**src/hdl/sds_pkg.sv**
```systemverilog
// Shared constants for the stroke dab spacer: default sizes, configuration
// register indexes and event codes. No dependencies.
`default_nettype none

package sds_pkg;

    localparam int MAX_DABS_DEF   = 64;
    localparam int COORD_BITS_DEF = 13;
    localparam int FRAC_BITS_DEF  = 8;

    // Dab spacing register width in whole pixels.
    localparam int SPACING_W  = 10;
    localparam int CFG_ADDR_W = 1;
    localparam int TUSER_IN_W = 3;

    localparam logic [CFG_ADDR_W-1:0] CFG_DAB_SPACING   = 1'd0;
    localparam logic [CFG_ADDR_W-1:0] CFG_LAYER_VISIBLE = 1'd1;

    localparam logic [1:0] FUNC_PRESS   = 2'd0;
    localparam logic [1:0] FUNC_MOVE    = 2'd1;
    localparam logic [1:0] FUNC_RELEASE = 2'd2;

endpackage

`default_nettype wire

```
**src/hdl/sds_trialsub.sv**
```systemverilog
// Shared trial subtractor of the dab spacer: compares two unsigned words and
// gives their difference. Used by the square root and both dividers.
`default_nettype none

module sds_trialsub #(
    parameter int W = 25
) (
    input  wire logic [W-1:0] a,
    input  wire logic [W-1:0] b,
    output logic              ge,
    output logic [W-1:0]      diff
);

    logic borrow;

    assign {borrow, diff} = {1'b0, a} - {1'b0, b};
    assign ge = ~borrow;

endmodule

`default_nettype wire

```
**src/hdl/sds_mult.sv**
```systemverilog
// Shared signed multiplier of the dab spacer with a registered product.
// Squares the deltas and scales the unit vector by the step length.
`default_nettype none

module sds_mult #(
    parameter int AW = 14,
    parameter int BW = 19
) (
    input  wire logic                    aclk,
    input  wire logic signed [AW-1:0]    a,
    input  wire logic signed [BW-1:0]    b,
    output logic signed [AW+BW-1:0]      p_reg
);

    always_ff @(posedge aclk) begin
        p_reg <= a * b;
    end

endmodule

`default_nettype wire

```
**src/hdl/stroke_dab_spacing.sv**
```systemverilog
// Stroke dab spacer top level: sequencer, state and output register.
// Depends on sds_pkg, sds_trialsub and sds_mult.
//
// Pointer events enter on the s_ channel (tdata: pointer_x, pointer_y from
// bit 0 up; tuser: func, left_button). Dab positions leave on the m_ channel
// with tlast on the final dab of an event. Registers are written through
// cfg_wr_en / cfg_addr / cfg_wdata; the user must do so only while the block is
// idle, which the block itself does not enforce. One event is worked at a time
// and s_tready is low until it is finished. A move runs the shared trial
// subtractor through a square root (COORD_BITS+FRAC_BITS+1 steps), the dab
// count division and two unit vector divisions (FRAC_BITS+1 steps each), then
// four products on the shared multiplier. Each dab is an accumulator add
// followed by an output transfer. When the receiver stalls, the sequencer
// waits with the next dab; nothing is dropped. Reset clears the drag flag,
// anchor and carried distance and sets the spacing to one pixel with the
// layer visible.
`default_nettype none

module stroke_dab_spacing #(
    parameter int MAX_DABS   = sds_pkg::MAX_DABS_DEF,
    parameter int COORD_BITS = sds_pkg::COORD_BITS_DEF,
    parameter int FRAC_BITS  = sds_pkg::FRAC_BITS_DEF
) (
    input  wire logic                              aclk,
    input  wire logic                              aresetn,
    input  wire logic                              s_tvalid,
    output logic                                   s_tready,
    // pointer_x, pointer_y, zero fill
    input  wire logic [((2*COORD_BITS+7)/8)*8-1:0] s_tdata,
    // func, left_button
    input  wire logic [sds_pkg::TUSER_IN_W-1:0]    s_tuser,
    output logic                                   m_tvalid,
    input  wire logic                              m_tready,
    // dab_x, dab_y, zero fill
    output logic [((2*COORD_BITS+7)/8)*8-1:0]      m_tdata,
    output logic                                   m_tlast,
    input  wire logic                              cfg_wr_en,
    input  wire logic [sds_pkg::CFG_ADDR_W-1:0]    cfg_addr,
    input  wire logic [sds_pkg::SPACING_W-1:0]     cfg_wdata
);

    localparam int C       = COORD_BITS;
    localparam int F       = FRAC_BITS;
    localparam int SP_W    = sds_pkg::SPACING_W;
    localparam int TDATA_W = ((2*C+7)/8)*8;
    localparam int DX_W    = C + 1;
    localparam int SUM_W   = 2*C + 2;
    localparam int ROOT_W  = C + 1 + F;
    localparam int RAD_W   = 2*ROOT_W;
    localparam int SPQ_W   = SP_W + F;
    localparam int DIST_W  = ((C+1 > SP_W) ? C+1 : SP_W) + F + 1;
    localparam int ALU_W   = ((C+4 > SP_W+2) ? C+4 : SP_W+2) + F;
    localparam int QB      = $clog2(MAX_DABS+1);
    localparam int QW      = (QB > F+1) ? QB : F+1;
    localparam int U_W     = F + 2;
    localparam int STP_W   = SPQ_W + 1;
    localparam int MA      = (DX_W > U_W) ? DX_W : U_W;
    localparam int MB      = (DX_W > STP_W) ? DX_W : STP_W;
    localparam int MP      = MA + MB;
    localparam int ACC_W   = C + SP_W + 2*F + 8;
    localparam int ITER_W  = $clog2(ROOT_W+1);

    typedef enum logic [4:0] {
        S_IDLE, S_PRESS, S_SQX, S_SQY, S_SUM, S_SQRT, S_DIST, S_NCHK, S_NDIV,
        S_NEND, S_UXI, S_UXD, S_UYD, S_MUL1, S_MUL2, S_MUL3, S_MUL4, S_MUL5,
        S_STEP, S_OUT
    } state_t;

    state_t                   state_reg;
    logic                     drag_reg;
    logic                     visible_reg;
    logic [SP_W-1:0]          spacing_reg;
    logic signed [C-1:0]      anchor_x_reg, anchor_y_reg;
    logic signed [C-1:0]      px_reg, py_reg;
    logic [SPQ_W-1:0]         carried_reg, carry_next_reg;
    logic [SUM_W-1:0]         sum_reg;
    logic [RAD_W-1:0]         rad_reg;
    logic [ALU_W-1:0]         rem_reg;
    logic [ROOT_W-1:0]        root_reg;
    logic [DIST_W-1:0]        dist_reg;
    logic [QW-1:0]            quot_reg;
    logic [ITER_W-1:0]        iter_reg;
    logic [QB-1:0]            left_cnt_reg;
    logic signed [U_W-1:0]    ux_reg, uy_reg;
    logic signed [MP-1:0]     incx0_reg, incy0_reg, incx_reg, incy_reg;
    logic signed [ACC_W-1:0]  accx_reg, accy_reg;
    logic                     first_reg;
    logic                     m_tvalid_reg;
    logic                     m_tlast_reg;
    logic [C-1:0]             dab_x_reg, dab_y_reg;

    logic [1:0]               in_func;
    logic                     in_left;
    logic signed [C-1:0]      in_x, in_y;
    logic                     accept;
    logic                     slot_free;
    logic                     dab_load;
    logic [SP_W-1:0]          sp;
    logic [SPQ_W-1:0]         spq;
    logic signed [DX_W-1:0]   dx, dy;
    logic [DX_W-1:0]          adx, ady;
    logic signed [STP_W-1:0]  stepq0;
    logic [ALU_W-1:0]         alu_a, alu_b, alu_diff, alu_r;
    logic                     alu_ge;
    logic signed [MA-1:0]     mul_a;
    logic signed [MB-1:0]     mul_b;
    logic signed [MP-1:0]     mul_p;
    logic [QW-1:0]            quot_nx;
    logic signed [U_W-1:0]    uq;
    logic [C-1:0]             out_x, out_y;
    logic                     negfrac_x, negfrac_y;

    assign in_func = s_tuser[1:0];
    assign in_left = s_tuser[2];
    assign in_x    = $signed(s_tdata[C-1:0]);
    assign in_y    = $signed(s_tdata[2*C-1:C]);

    assign s_tready  = (state_reg == S_IDLE);
    assign accept    = s_tvalid && s_tready;
    assign slot_free = !m_tvalid_reg || m_tready;
    // The output register takes a new dab in these two states only.
    assign dab_load  = slot_free && (state_reg == S_PRESS || state_reg == S_OUT);

    assign m_tvalid = m_tvalid_reg;
    assign m_tlast  = m_tlast_reg;
    assign m_tdata  = TDATA_W'({dab_y_reg, dab_x_reg});

    // A spacing of zero behaves as one pixel.
    assign sp  = (spacing_reg == '0) ? SP_W'(1) : spacing_reg;
    assign spq = {sp, {F{1'b0}}};

    assign dx  = $signed({px_reg[C-1], px_reg}) - $signed({anchor_x_reg[C-1], anchor_x_reg});
    assign dy  = $signed({py_reg[C-1], py_reg}) - $signed({anchor_y_reg[C-1], anchor_y_reg});
    assign adx = dx[DX_W-1] ? (~dx + 1'b1) : dx;
    assign ady = dy[DX_W-1] ? (~dy + 1'b1) : dy;

    // The first step is shortened by the carried distance and may be negative.
    assign stepq0 = $signed({1'b0, spq}) - $signed({1'b0, carried_reg});

    always_comb begin
        alu_a = '0;
        alu_b = '0;
        case (state_reg)
            S_SQRT: begin
                alu_a = {rem_reg[ALU_W-3:0], rad_reg[RAD_W-1 -: 2]};
                alu_b = ALU_W'({root_reg, 2'b01});
            end
            S_NCHK: begin
                alu_a = ALU_W'(dist_reg[DIST_W-1:QB]);
                alu_b = ALU_W'(spq);
            end
            S_NDIV: begin
                alu_a = {rem_reg[ALU_W-2:0], rad_reg[RAD_W-1]};
                alu_b = ALU_W'(spq);
            end
            S_UXD, S_UYD: begin
                alu_a = {rem_reg[ALU_W-2:0], 1'b0};
                alu_b = ALU_W'(root_reg);
            end
            default: begin
            end
        endcase
    end

    sds_trialsub #(
        .W (ALU_W)
    ) u_trialsub (
        .a    (alu_a),
        .b    (alu_b),
        .ge   (alu_ge),
        .diff (alu_diff)
    );

    assign alu_r   = alu_ge ? alu_diff : alu_a;
    assign quot_nx = {quot_reg[QW-2:0], alu_ge};
    assign uq      = $signed({1'b0, quot_nx[F:0]});

    always_comb begin
        mul_a = '0;
        mul_b = '0;
        case (state_reg)
            S_SQX: begin
                mul_a = MA'(dx);
                mul_b = MB'(dx);
            end
            S_SQY: begin
                mul_a = MA'(dy);
                mul_b = MB'(dy);
            end
            S_MUL1: begin
                mul_a = MA'(ux_reg);
                mul_b = MB'(stepq0);
            end
            S_MUL2: begin
                mul_a = MA'(uy_reg);
                mul_b = MB'(stepq0);
            end
            S_MUL3: begin
                mul_a = MA'(ux_reg);
                mul_b = MB'($signed({1'b0, spq}));
            end
            S_MUL4: begin
                mul_a = MA'(uy_reg);
                mul_b = MB'($signed({1'b0, spq}));
            end
            default: begin
            end
        endcase
    end

    sds_mult #(
        .AW (MA),
        .BW (MB)
    ) u_mult (
        .aclk  (aclk),
        .a     (mul_a),
        .b     (mul_b),
        .p_reg (mul_p)
    );

    // Dab position is the accumulator truncated toward zero.
    assign negfrac_x = accx_reg[ACC_W-1] && (accx_reg[2*F-1:0] != '0);
    assign negfrac_y = accy_reg[ACC_W-1] && (accy_reg[2*F-1:0] != '0);
    assign out_x     = accx_reg[2*F+C-1:2*F] + C'(negfrac_x);
    assign out_y     = accy_reg[2*F+C-1:2*F] + C'(negfrac_y);

    always_ff @(posedge aclk) begin
        if (!aresetn) begin
            state_reg    <= S_IDLE;
            drag_reg     <= 1'b0;
            visible_reg  <= 1'b1;
            spacing_reg  <= SP_W'(1);
            anchor_x_reg <= '0;
            anchor_y_reg <= '0;
            carried_reg  <= '0;
            m_tvalid_reg <= 1'b0;
        end else begin
            if (cfg_wr_en) begin
                case (cfg_addr)
                    sds_pkg::CFG_DAB_SPACING:   spacing_reg <= cfg_wdata;
                    sds_pkg::CFG_LAYER_VISIBLE: visible_reg <= cfg_wdata[0];
                    default: begin
                    end
                endcase
            end

            if (dab_load) begin
                m_tvalid_reg <= 1'b1;
            end else if (m_tready) begin
                m_tvalid_reg <= 1'b0;
            end

            case (state_reg)
                S_IDLE: begin
                    if (accept) begin
                        px_reg <= in_x;
                        py_reg <= in_y;
                        case (in_func)
                            sds_pkg::FUNC_PRESS: begin
                                if (in_left && visible_reg) begin
                                    drag_reg     <= 1'b1;
                                    anchor_x_reg <= in_x;
                                    anchor_y_reg <= in_y;
                                    state_reg    <= S_PRESS;
                                end
                            end
                            sds_pkg::FUNC_MOVE: begin
                                if (drag_reg && visible_reg) begin
                                    state_reg <= S_SQX;
                                end
                            end
                            sds_pkg::FUNC_RELEASE: begin
                                if (in_left) begin
                                    drag_reg <= 1'b0;
                                end
                            end
                            default: begin
                            end
                        endcase
                    end
                end
                S_PRESS: begin
                    if (slot_free) begin
                        m_tlast_reg  <= 1'b1;
                        dab_x_reg    <= px_reg;
                        dab_y_reg    <= py_reg;
                        state_reg    <= S_IDLE;
                    end
                end
                S_SQX: begin
                    state_reg <= S_SQY;
                end
                S_SQY: begin
                    sum_reg   <= mul_p[SUM_W-1:0];
                    state_reg <= S_SUM;
                end
                S_SUM: begin
                    rad_reg   <= {SUM_W'(sum_reg + mul_p[SUM_W-1:0]), {(2*F){1'b0}}};
                    rem_reg   <= '0;
                    root_reg  <= '0;
                    iter_reg  <= ITER_W'(ROOT_W);
                    state_reg <= S_SQRT;
                end
                S_SQRT: begin
                    rem_reg  <= alu_r;
                    root_reg <= {root_reg[ROOT_W-2:0], alu_ge};
                    rad_reg  <= {rad_reg[RAD_W-3:0], 2'b00};
                    iter_reg <= iter_reg - 1'b1;
                    if (iter_reg == ITER_W'(1)) begin
                        state_reg <= S_DIST;
                    end
                end
                S_DIST: begin
                    dist_reg  <= DIST_W'(carried_reg) + DIST_W'(root_reg);
                    state_reg <= S_NCHK;
                end
                S_NCHK: begin
                    // A quotient too wide for the dab count means the cap applies.
                    if (alu_ge) begin
                        left_cnt_reg   <= QB'(MAX_DABS);
                        carry_next_reg <= '0;
                        state_reg      <= S_UXI;
                    end else begin
                        rem_reg   <= alu_a;
                        rad_reg   <= {dist_reg[QB-1:0], {(RAD_W-QB){1'b0}}};
                        quot_reg  <= '0;
                        iter_reg  <= ITER_W'(QB);
                        state_reg <= S_NDIV;
                    end
                end
                S_NDIV: begin
                    rem_reg  <= alu_r;
                    quot_reg <= quot_nx;
                    rad_reg  <= {rad_reg[RAD_W-2:0], 1'b0};
                    iter_reg <= iter_reg - 1'b1;
                    if (iter_reg == ITER_W'(1)) begin
                        state_reg <= S_NEND;
                    end
                end
                S_NEND: begin
                    if (quot_reg[QB-1:0] == '0) begin
                        carried_reg  <= dist_reg[SPQ_W-1:0];
                        anchor_x_reg <= px_reg;
                        anchor_y_reg <= py_reg;
                        state_reg    <= S_IDLE;
                    end else if (quot_reg[QB-1:0] > QB'(MAX_DABS)) begin
                        left_cnt_reg   <= QB'(MAX_DABS);
                        carry_next_reg <= '0;
                        state_reg      <= S_UXI;
                    end else begin
                        left_cnt_reg   <= quot_reg[QB-1:0];
                        carry_next_reg <= rem_reg[SPQ_W-1:0];
                        state_reg      <= S_UXI;
                    end
                end
                S_UXI: begin
                    if (root_reg == '0) begin
                        ux_reg    <= '0;
                        uy_reg    <= '0;
                        state_reg <= S_MUL1;
                    end else begin
                        rem_reg   <= ALU_W'({adx, {(F-1){1'b0}}});
                        quot_reg  <= '0;
                        iter_reg  <= ITER_W'(F+1);
                        state_reg <= S_UXD;
                    end
                end
                S_UXD: begin
                    if (iter_reg == ITER_W'(1)) begin
                        ux_reg    <= dx[DX_W-1] ? -uq : uq;
                        rem_reg   <= ALU_W'({ady, {(F-1){1'b0}}});
                        quot_reg  <= '0;
                        iter_reg  <= ITER_W'(F+1);
                        state_reg <= S_UYD;
                    end else begin
                        rem_reg  <= alu_r;
                        quot_reg <= quot_nx;
                        iter_reg <= iter_reg - 1'b1;
                    end
                end
                S_UYD: begin
                    rem_reg  <= alu_r;
                    quot_reg <= quot_nx;
                    iter_reg <= iter_reg - 1'b1;
                    if (iter_reg == ITER_W'(1)) begin
                        uy_reg    <= dy[DX_W-1] ? -uq : uq;
                        state_reg <= S_MUL1;
                    end
                end
                S_MUL1: begin
                    state_reg <= S_MUL2;
                end
                S_MUL2: begin
                    incx0_reg <= mul_p;
                    state_reg <= S_MUL3;
                end
                S_MUL3: begin
                    incy0_reg <= mul_p;
                    state_reg <= S_MUL4;
                end
                S_MUL4: begin
                    incx_reg  <= mul_p;
                    state_reg <= S_MUL5;
                end
                S_MUL5: begin
                    incy_reg  <= mul_p;
                    accx_reg  <= ACC_W'($signed({anchor_x_reg, {(2*F){1'b0}}}));
                    accy_reg  <= ACC_W'($signed({anchor_y_reg, {(2*F){1'b0}}}));
                    first_reg <= 1'b1;
                    state_reg <= S_STEP;
                end
                S_STEP: begin
                    accx_reg  <= accx_reg + ACC_W'(first_reg ? incx0_reg : incx_reg);
                    accy_reg  <= accy_reg + ACC_W'(first_reg ? incy0_reg : incy_reg);
                    first_reg <= 1'b0;
                    state_reg <= S_OUT;
                end
                S_OUT: begin
                    if (slot_free) begin
                        m_tlast_reg  <= (left_cnt_reg == QB'(1));
                        dab_x_reg    <= out_x;
                        dab_y_reg    <= out_y;
                        left_cnt_reg <= left_cnt_reg - 1'b1;
                        if (left_cnt_reg == QB'(1)) begin
                            anchor_x_reg <= px_reg;
                            anchor_y_reg <= py_reg;
                            carried_reg  <= carry_next_reg;
                            state_reg    <= S_IDLE;
                        end else begin
                            state_reg <= S_STEP;
                        end
                    end
                end
                default: begin
                    state_reg <= S_IDLE;
                end
            endcase
        end
    end

    // The square root remainder never exceeds twice the partial root.
    a_sqrt_rem: assert property (@(posedge aclk) disable iff (!aresetn)
        (state_reg == S_SQRT) |-> (rem_reg <= ALU_W'({root_reg, 1'b0})))
        else $error("square root remainder out of range");

    // The dab count division keeps its partial remainder below the spacing.
    a_ndiv_rem: assert property (@(posedge aclk) disable iff (!aresetn)
        (state_reg == S_NDIV) |-> (rem_reg < ALU_W'(spq)))
        else $error("dab count remainder not below spacing");

    // Unit vector divisions keep their partial remainder below the length.
    a_udiv_rem: assert property (@(posedge aclk) disable iff (!aresetn)
        (state_reg == S_UXD || state_reg == S_UYD) |-> (rem_reg < ALU_W'(root_reg)))
        else $error("unit vector remainder not below segment length");

    // A dab is only ever issued while dabs remain for this move.
    a_left_cnt: assert property (@(posedge aclk) disable iff (!aresetn)
        (state_reg == S_OUT || state_reg == S_STEP) |-> (left_cnt_reg != '0))
        else $error("dab issued with no dabs left");

endmodule

`default_nettype wire
```
**config.mk**
```make
export PLATFORM = sky130hd
export DESIGN_NAME = stroke_dab_spacing
export DESIGN_NICKNAME = d
export VERILOG_FILES = /design/src/hdl/sds_pkg.sv /design/src/hdl/sds_trialsub.sv /design/src/hdl/sds_mult.sv /design/src/hdl/stroke_dab_spacing.sv
export SDC_FILE = /design/constraint.sdc
export NUM_CORES = 2
export LEC_CHECK = 0
export ABC_CLOCK_PERIOD_IN_PS = 11700
export CAP_MARGIN = 10
export CORE_ASPECT_RATIO = 0.8
export CORE_MARGIN = 2
export CORE_UTILIZATION = 24
export DETAILED_ROUTE_END_ITERATION = 7
export DONT_BUFFER_PORTS = 1
export GPL_TIMING_DRIVEN = 0
export SYNTH_ARGS = -nofsm -noshare
export SYNTH_HDL_FRONTEND = slang
export SYNTH_SLANG_ARGS = --single-unit
```
**constraint.sdc**
```tcl
create_clock -name aclk -period 11.7 [get_ports aclk]
set_clock_uncertainty 0.1 [all_clocks]
set_input_delay 1.755 -clock aclk [delete_from_list [all_inputs] [get_ports aclk]]
set_output_delay 1.755 -clock aclk [all_outputs]
set_load 0.05 [all_outputs]
```
After elaboration in Yosys (flattened, before gate mapping)
Index checks and enable logic that the tools add are counted.
Word-level totals
  flip-flop bits (word level): 574
  latch bits: 0
  RAM bits: 0
  ROM bits: 0
  input port bits: 51
  output and inout bits: 35
  logic and storage cells: 249
  memories kept: 0
Cells by class
  $add $sub $neg: 15
  multipliers: 1
  divide/modulo/power cells: 0
  $lt $le $gt $ge: 1
  equal/unequal tests: 44
  shifts and indexed selects: 0
  multiplexer cells: 91
  bitwise gates (word level): 4
  reductions and logical operators: 61
Operators with widths (count)
  $mux 13: 16
  $pmux 47 s2: 2
  $pmux 44 s4: 1
  $pmux 24 s5: 1
  $mux 18: 6
  $pmux 25 s4: 1
  $pmux 5 s20: 1
  $mux 24: 4
  $add 47x47->47: 2
  $mux 47: 2
  $pmux 13 s3: 2
  $pmux 19 s4: 1
  $pmux 18 s2: 2
  $pmux 24 s3: 1
  $mux 5: 13
  $mux 10: 6
  $pmux 14 s4: 1
  $pmux 13 s2: 2
  $mux 44: 1
  $pmux 22 s2: 1
  $eq 5x4->1 const B: 8
  $pmux 10 s2: 2
  $mul 14x19->33: 1
  $pmux 8 s4: 1
  56 further kinds: 139

Depth between registers and ports, before layout
  depth in word-level cells: 9
  mapped depth: 39
  depth with buffers taken out: 39

Hierarchy
A second synthesis with hierarchy kept.
Unflattened totals
  cell total of the unflattened synthesis: 4467
  area total of the unflattened synthesis: 43857.1 um^2
By module, submodules not included
  stroke_dab_spacing: times used 1, cells each 3075, area each 31725.4 um^2
  sds_mult: times used 1, cells each 1161, area each 10578.9 um^2
  sds_trialsub: times used 1, cells each 231, area each 1552.7 um^2

Worst setup path before layout
No wires, ideal clock.
  path kind: reg2reg
  start: reg spacing_reg[3]
  end: reg u_mult.p_reg[30]
  data arrival time: 8.373 ns
  data required time: 11.482 ns
  setup slack: 3.109 ns
  stages on the path, launching flop included: 36
  cell sequence: dfxtp_1 -> clkbuf_1 -> nor2_1 -> a31oi_1 -> inv_1 -> ha_1 -> or4b_2 -> o21ai_1 -> nand2b_1 -> a2bb2oi_2 -> a21o_1 -> a21oi_1 -> xnor2_1 -> a221oi_1 -> nor2_1 -> fa_1 -> inv_1 -> fa_1 -> inv_1 -> fa_1 -> fa_1 -> fa_1 -> inv_1 -> fa_1 -> inv_1 -> ha_1 -> a21o_1 -> a211oi_1 -> a21o_1 -> a31oi_1 -> nand3_1 -> a31o_2 -> a22oi_1 -> a21o_1 -> a21oi_1 -> xnor2_1
Between the ends
  cells in the longest elaborated chain, start to end: 5
RTL lines
  start: declaration: line stroke_dab_spacing.sv:72  | logic [SP_W-1:0] spacing_reg;
  start signal: assignment: line stroke_dab_spacing.sv:240  | sds_pkg::CFG_DAB_SPACING: spacing_reg <= cfg_wdata;
  $logic_not 10->1: line stroke_dab_spacing.sv:129  | assign sp = (spacing_reg == '0) ? SP_W'(1) : spacing_reg;
  $mux 10 (*): line stroke_dab_spacing.sv:129
  $sub 18x18->19: line stroke_dab_spacing.sv:138  | assign stepq0 = $signed({1'b0, spq}) - $signed({1'b0, carried_reg});
  $pmux 19 s4 (*): line stroke_dab_spacing.sv:181  | case (state_reg)
  $mul 14x19->33 (*): line sds_mult.sv:16  | p_reg <= a * b;
  end signal: assignment: line sds_mult.sv:16
  end: declaration: line sds_mult.sv:12  | output logic signed [AW+BW-1:0] p_reg
Mark *: on every way between the ends. The rest lies on a longest branch, timed or not.
A chain may end at the register's enable or synchronous reset.

Worst setup path in the final report
  start: reg spacing_reg[3]
  end: reg u_mult.p_reg[28]
Same word-level chain as after synthesis.

==> impl_results.md <==
- Final setup vio count: 0
- Post-CTS Hold Buffers: 0
- Vias in the first global route: 32,726
- Fin Setup TNS: 0 ns
- Total power: 0.004820 W
- RSZ-0062 raised after global routing: false
- # diodes: 0
- Largest net degree at the start of global routing: 33
- Clock sinks: 558
- Starting Density: 24.16%
- Root Driver: clkbuf_16
- HP Class: reg2reg
- Worst Path Arrival: 11.00 ns
- Share of cells above drive strength 1: 5.918%
- Mean Syn Cell Area: 9.845 um^2
- Post-Syn Instances: 4,339
- CP Launch Type: flop
- PD cells: 99.57 nW/um^2
- Post-CTS sizing: 0
- Initial DRC Count: 3,429
- Register bit total from synthesis: 558
- Max-slew headroom: 11.49%
- Initial antenna violation count: 4
- Post-route worst setup slack: 1.067 ns
- Final GP Congestion: 0.9615
- Synthesis-to-finish area growth: 13.33%
- Fin crit share: 90.88%
- Chip Width: 475.7 um
- IO Count: 86
- Std cell rows: 138
- Cell variety after synth: 89
- Fin crit period: 10.63 ns
- Max_cap viols: 0
- Die span in y: 381.3 um
- Crit end category: flop
- Sequential-to-total area share from yosys stat: 37.00%
- Port buffer count: 0
- Final hold violations: 0
- Pins Over Slew Limit: 0
- Clock tree buffer depth: 3
- Worst-margin pin slew: 1.328 ns
- TritonRoute pass-1 iters: 8
- Crit Path Max Fanout: 10
- Synth Cell Area: 42,720 um^2
- Fmax: 94.04 MHz
- Drt drc: 0
- CTS tree: yes
- Ys flop type: edfxtp_1
- Async set or reset register ratio after synthesis: 0%
- First-pass GRT wire length: 206,400 um
- Yosys warnings: 0
- Status: finished, final reports clean
- CP required: 12.07 ns
- Grt ovf: 0
- CP peak stage delay: 0.91 ns
- Total number of vias: 33,759
- H-tree Lvls: 2
- HPWL Detailed: 112,000 um
- Fin cells: 6,875
- Die Area: 181,400 um^2
- Avg WL per Cell: 20.17 um
- Worst slack, placed: 0.9514 ns
- WL final: 138,700 um
- Most frequent CP cell: fa_1
- Placed Cells: 6,757
- Core area: 176,800 um^2
- WS Path Type: reg2reg
- CTS clk-pin slew, worst paths: 0.06 ns
- Number of nets in the layout: 5,040
- Routed vias/inst: 4.910
- Static Leak: 19.08 nW
- Slowest CP cell: xnor2_1
- Maximum vdd drop: 0.1186 mV
- Total GRT Usage: 14.94%
- CTS buffer count: 61
- Clk Latency, worst-skew pair: 0.69 ns
- # Post-CTS Setup Buffers: 0
- Final antenna-violating net count: 0
- Number of flops mapped to enable cells by yosys: 463
cell usage in the layout, fill, tap and decap left out, types with 17 or more instances in the layout:
cell	Yosys	final
a211oi_1	49	49
a21o_1	108	108
a21oi_1	249	248
a221o_1	18	18
a221oi_1	29	26
a222oi_1	18	18
a22o_1	23	23
a22oi_1	31	31
a311oi_1	20	20
a31oi_1	36	36
and2_1	55	55
and3_1	47	45
buf_6	1	17
clkbuf_1	151	160
clkbuf_16	0	61
dfxtp_1	95	95
edfxtp_1	463	463
fa_1	263	263
ha_1	284	284
inv_1	446	446
mux2_2	64	64
mux2i_1	34	34
nand2_1	412	412
nand2b_1	44	44
nand3_1	61	61
nand4_1	22	22
nor2_1	381	379
nor2b_1	36	36
nor3_1	51	46
nor4_1	25	22
o211ai_1	20	20
o21a_1	27	27
o21ai_0	261	260
o21bai_1	26	26
o31ai_1	21	21
or2_2	19	19
or3_1	18	18
xnor2_1	158	158
xor2_1	118	118
layout make-up:
class                      instances  area, um^2
sequential                       558       15810
multi-input combinational       3166       24650
buffer                           173       690.7
inverter                         447        1678
tap                             2380        2978
timing repair buffer              35       447.9
clock buffer                      73        1602
fill                           18596      128400
clock inverter                    43       556.8
power by group:
| group | switching (W) | total (W) | internal [W] |
|---|---|---|---|
| registers | 0.0000580 | 0.00223 | 0.00217 |
| logic | 0.000327 | 0.000481 | 0.000153 |
| clock network | 0.000888 | 0.00211 | 0.00122 |
per-layer routing:
layer,GRT usage (%),wire length [um]
met4,2.963,2591
met1,22.09,65420
met5,0,0
met3,4.419,14150
met2,21.28,56530
path summary, 6_finish.rpt:
kind,start,to,slack [ns],cells after the start
setup / recovery,spacing_reg[3]$_SDFFE_PN0P_,u_mult.p_reg[28]$_DFF_P_,1.07,34
hold / removal,spacing_reg[0]$_SDFFE_PN1P_,spacing_reg[0]$_SDFFE_PN1P_,0.39,2
setup reg to reg,spacing_reg[3]$_SDFFE_PN0P_,u_mult.p_reg[28]$_DFF_P_,1.07,34
hold reg to reg,spacing_reg[0]$_SDFFE_PN1P_,spacing_reg[0]$_SDFFE_PN1P_,0.39,2
cells in the mapped netlist (all sizes together) (36+ instances only):
master,n,area [um^2]
inv,447,1678
xor2,118,1033
clkbuf,151,566.8
and2,55,344.1
edfxtp,463,13900
o21ai,264,1321
a21o,108,810.8
fa,263,5265
a31oi,36,225.2
xnor2,158,1384
nor2b,36,225.2
mux2,64,720.7
nor3,51,255.2
nand2b,45,284.0
dfxtp,95,1902
ha,284,3553
nand2,412,1546
and3,47,294.0
nor2,384,1459
a21oi,251,1264
nand3,61,305.3
a211oi,50,380.4
metrics by stage:
stage / util (%) / cell area [um^2] / hold WS [ns]
final: 27.38 / 48410 / 0.3914
after floorplan: - / 42740 / 0.3383
after global routing: 27.38 / 48410 / 0.4181
after global placement: 25.85 / 45710 / 0.3758
after detailed placement: 26.15 / 46240 / 0.3906
after CTS: 27.37 / 48400 / 0.3998
worst max-delay path, delay by kind of cell, from the launching register on:
family | cells | cell delay, ns
xor+xnor | 2 | 1.06
compound gates | 12 | 2.86
fa+ha+maj | 8 | 3.84
simple gates | 5 | 1.06
flops | 1 | 0.37
buf+inv | 7 | 1.15
kinds of logic (layout without fill, tap and decap cells):
kind of cell	after synthesis	count (layout)	synth area share [%]
simple gates	1205	1205	12.84
compound gates	1033	1033	15.77
buf+inv	620	771	5.545
flops	558	558	37.00
fa+ha+maj	547	547	20.64
xor+xnor	277	277	5.712
mux	98	98	2.484
other cells	1	6	0.008779
Note: power is estimated with default switching activity, not from simulation.
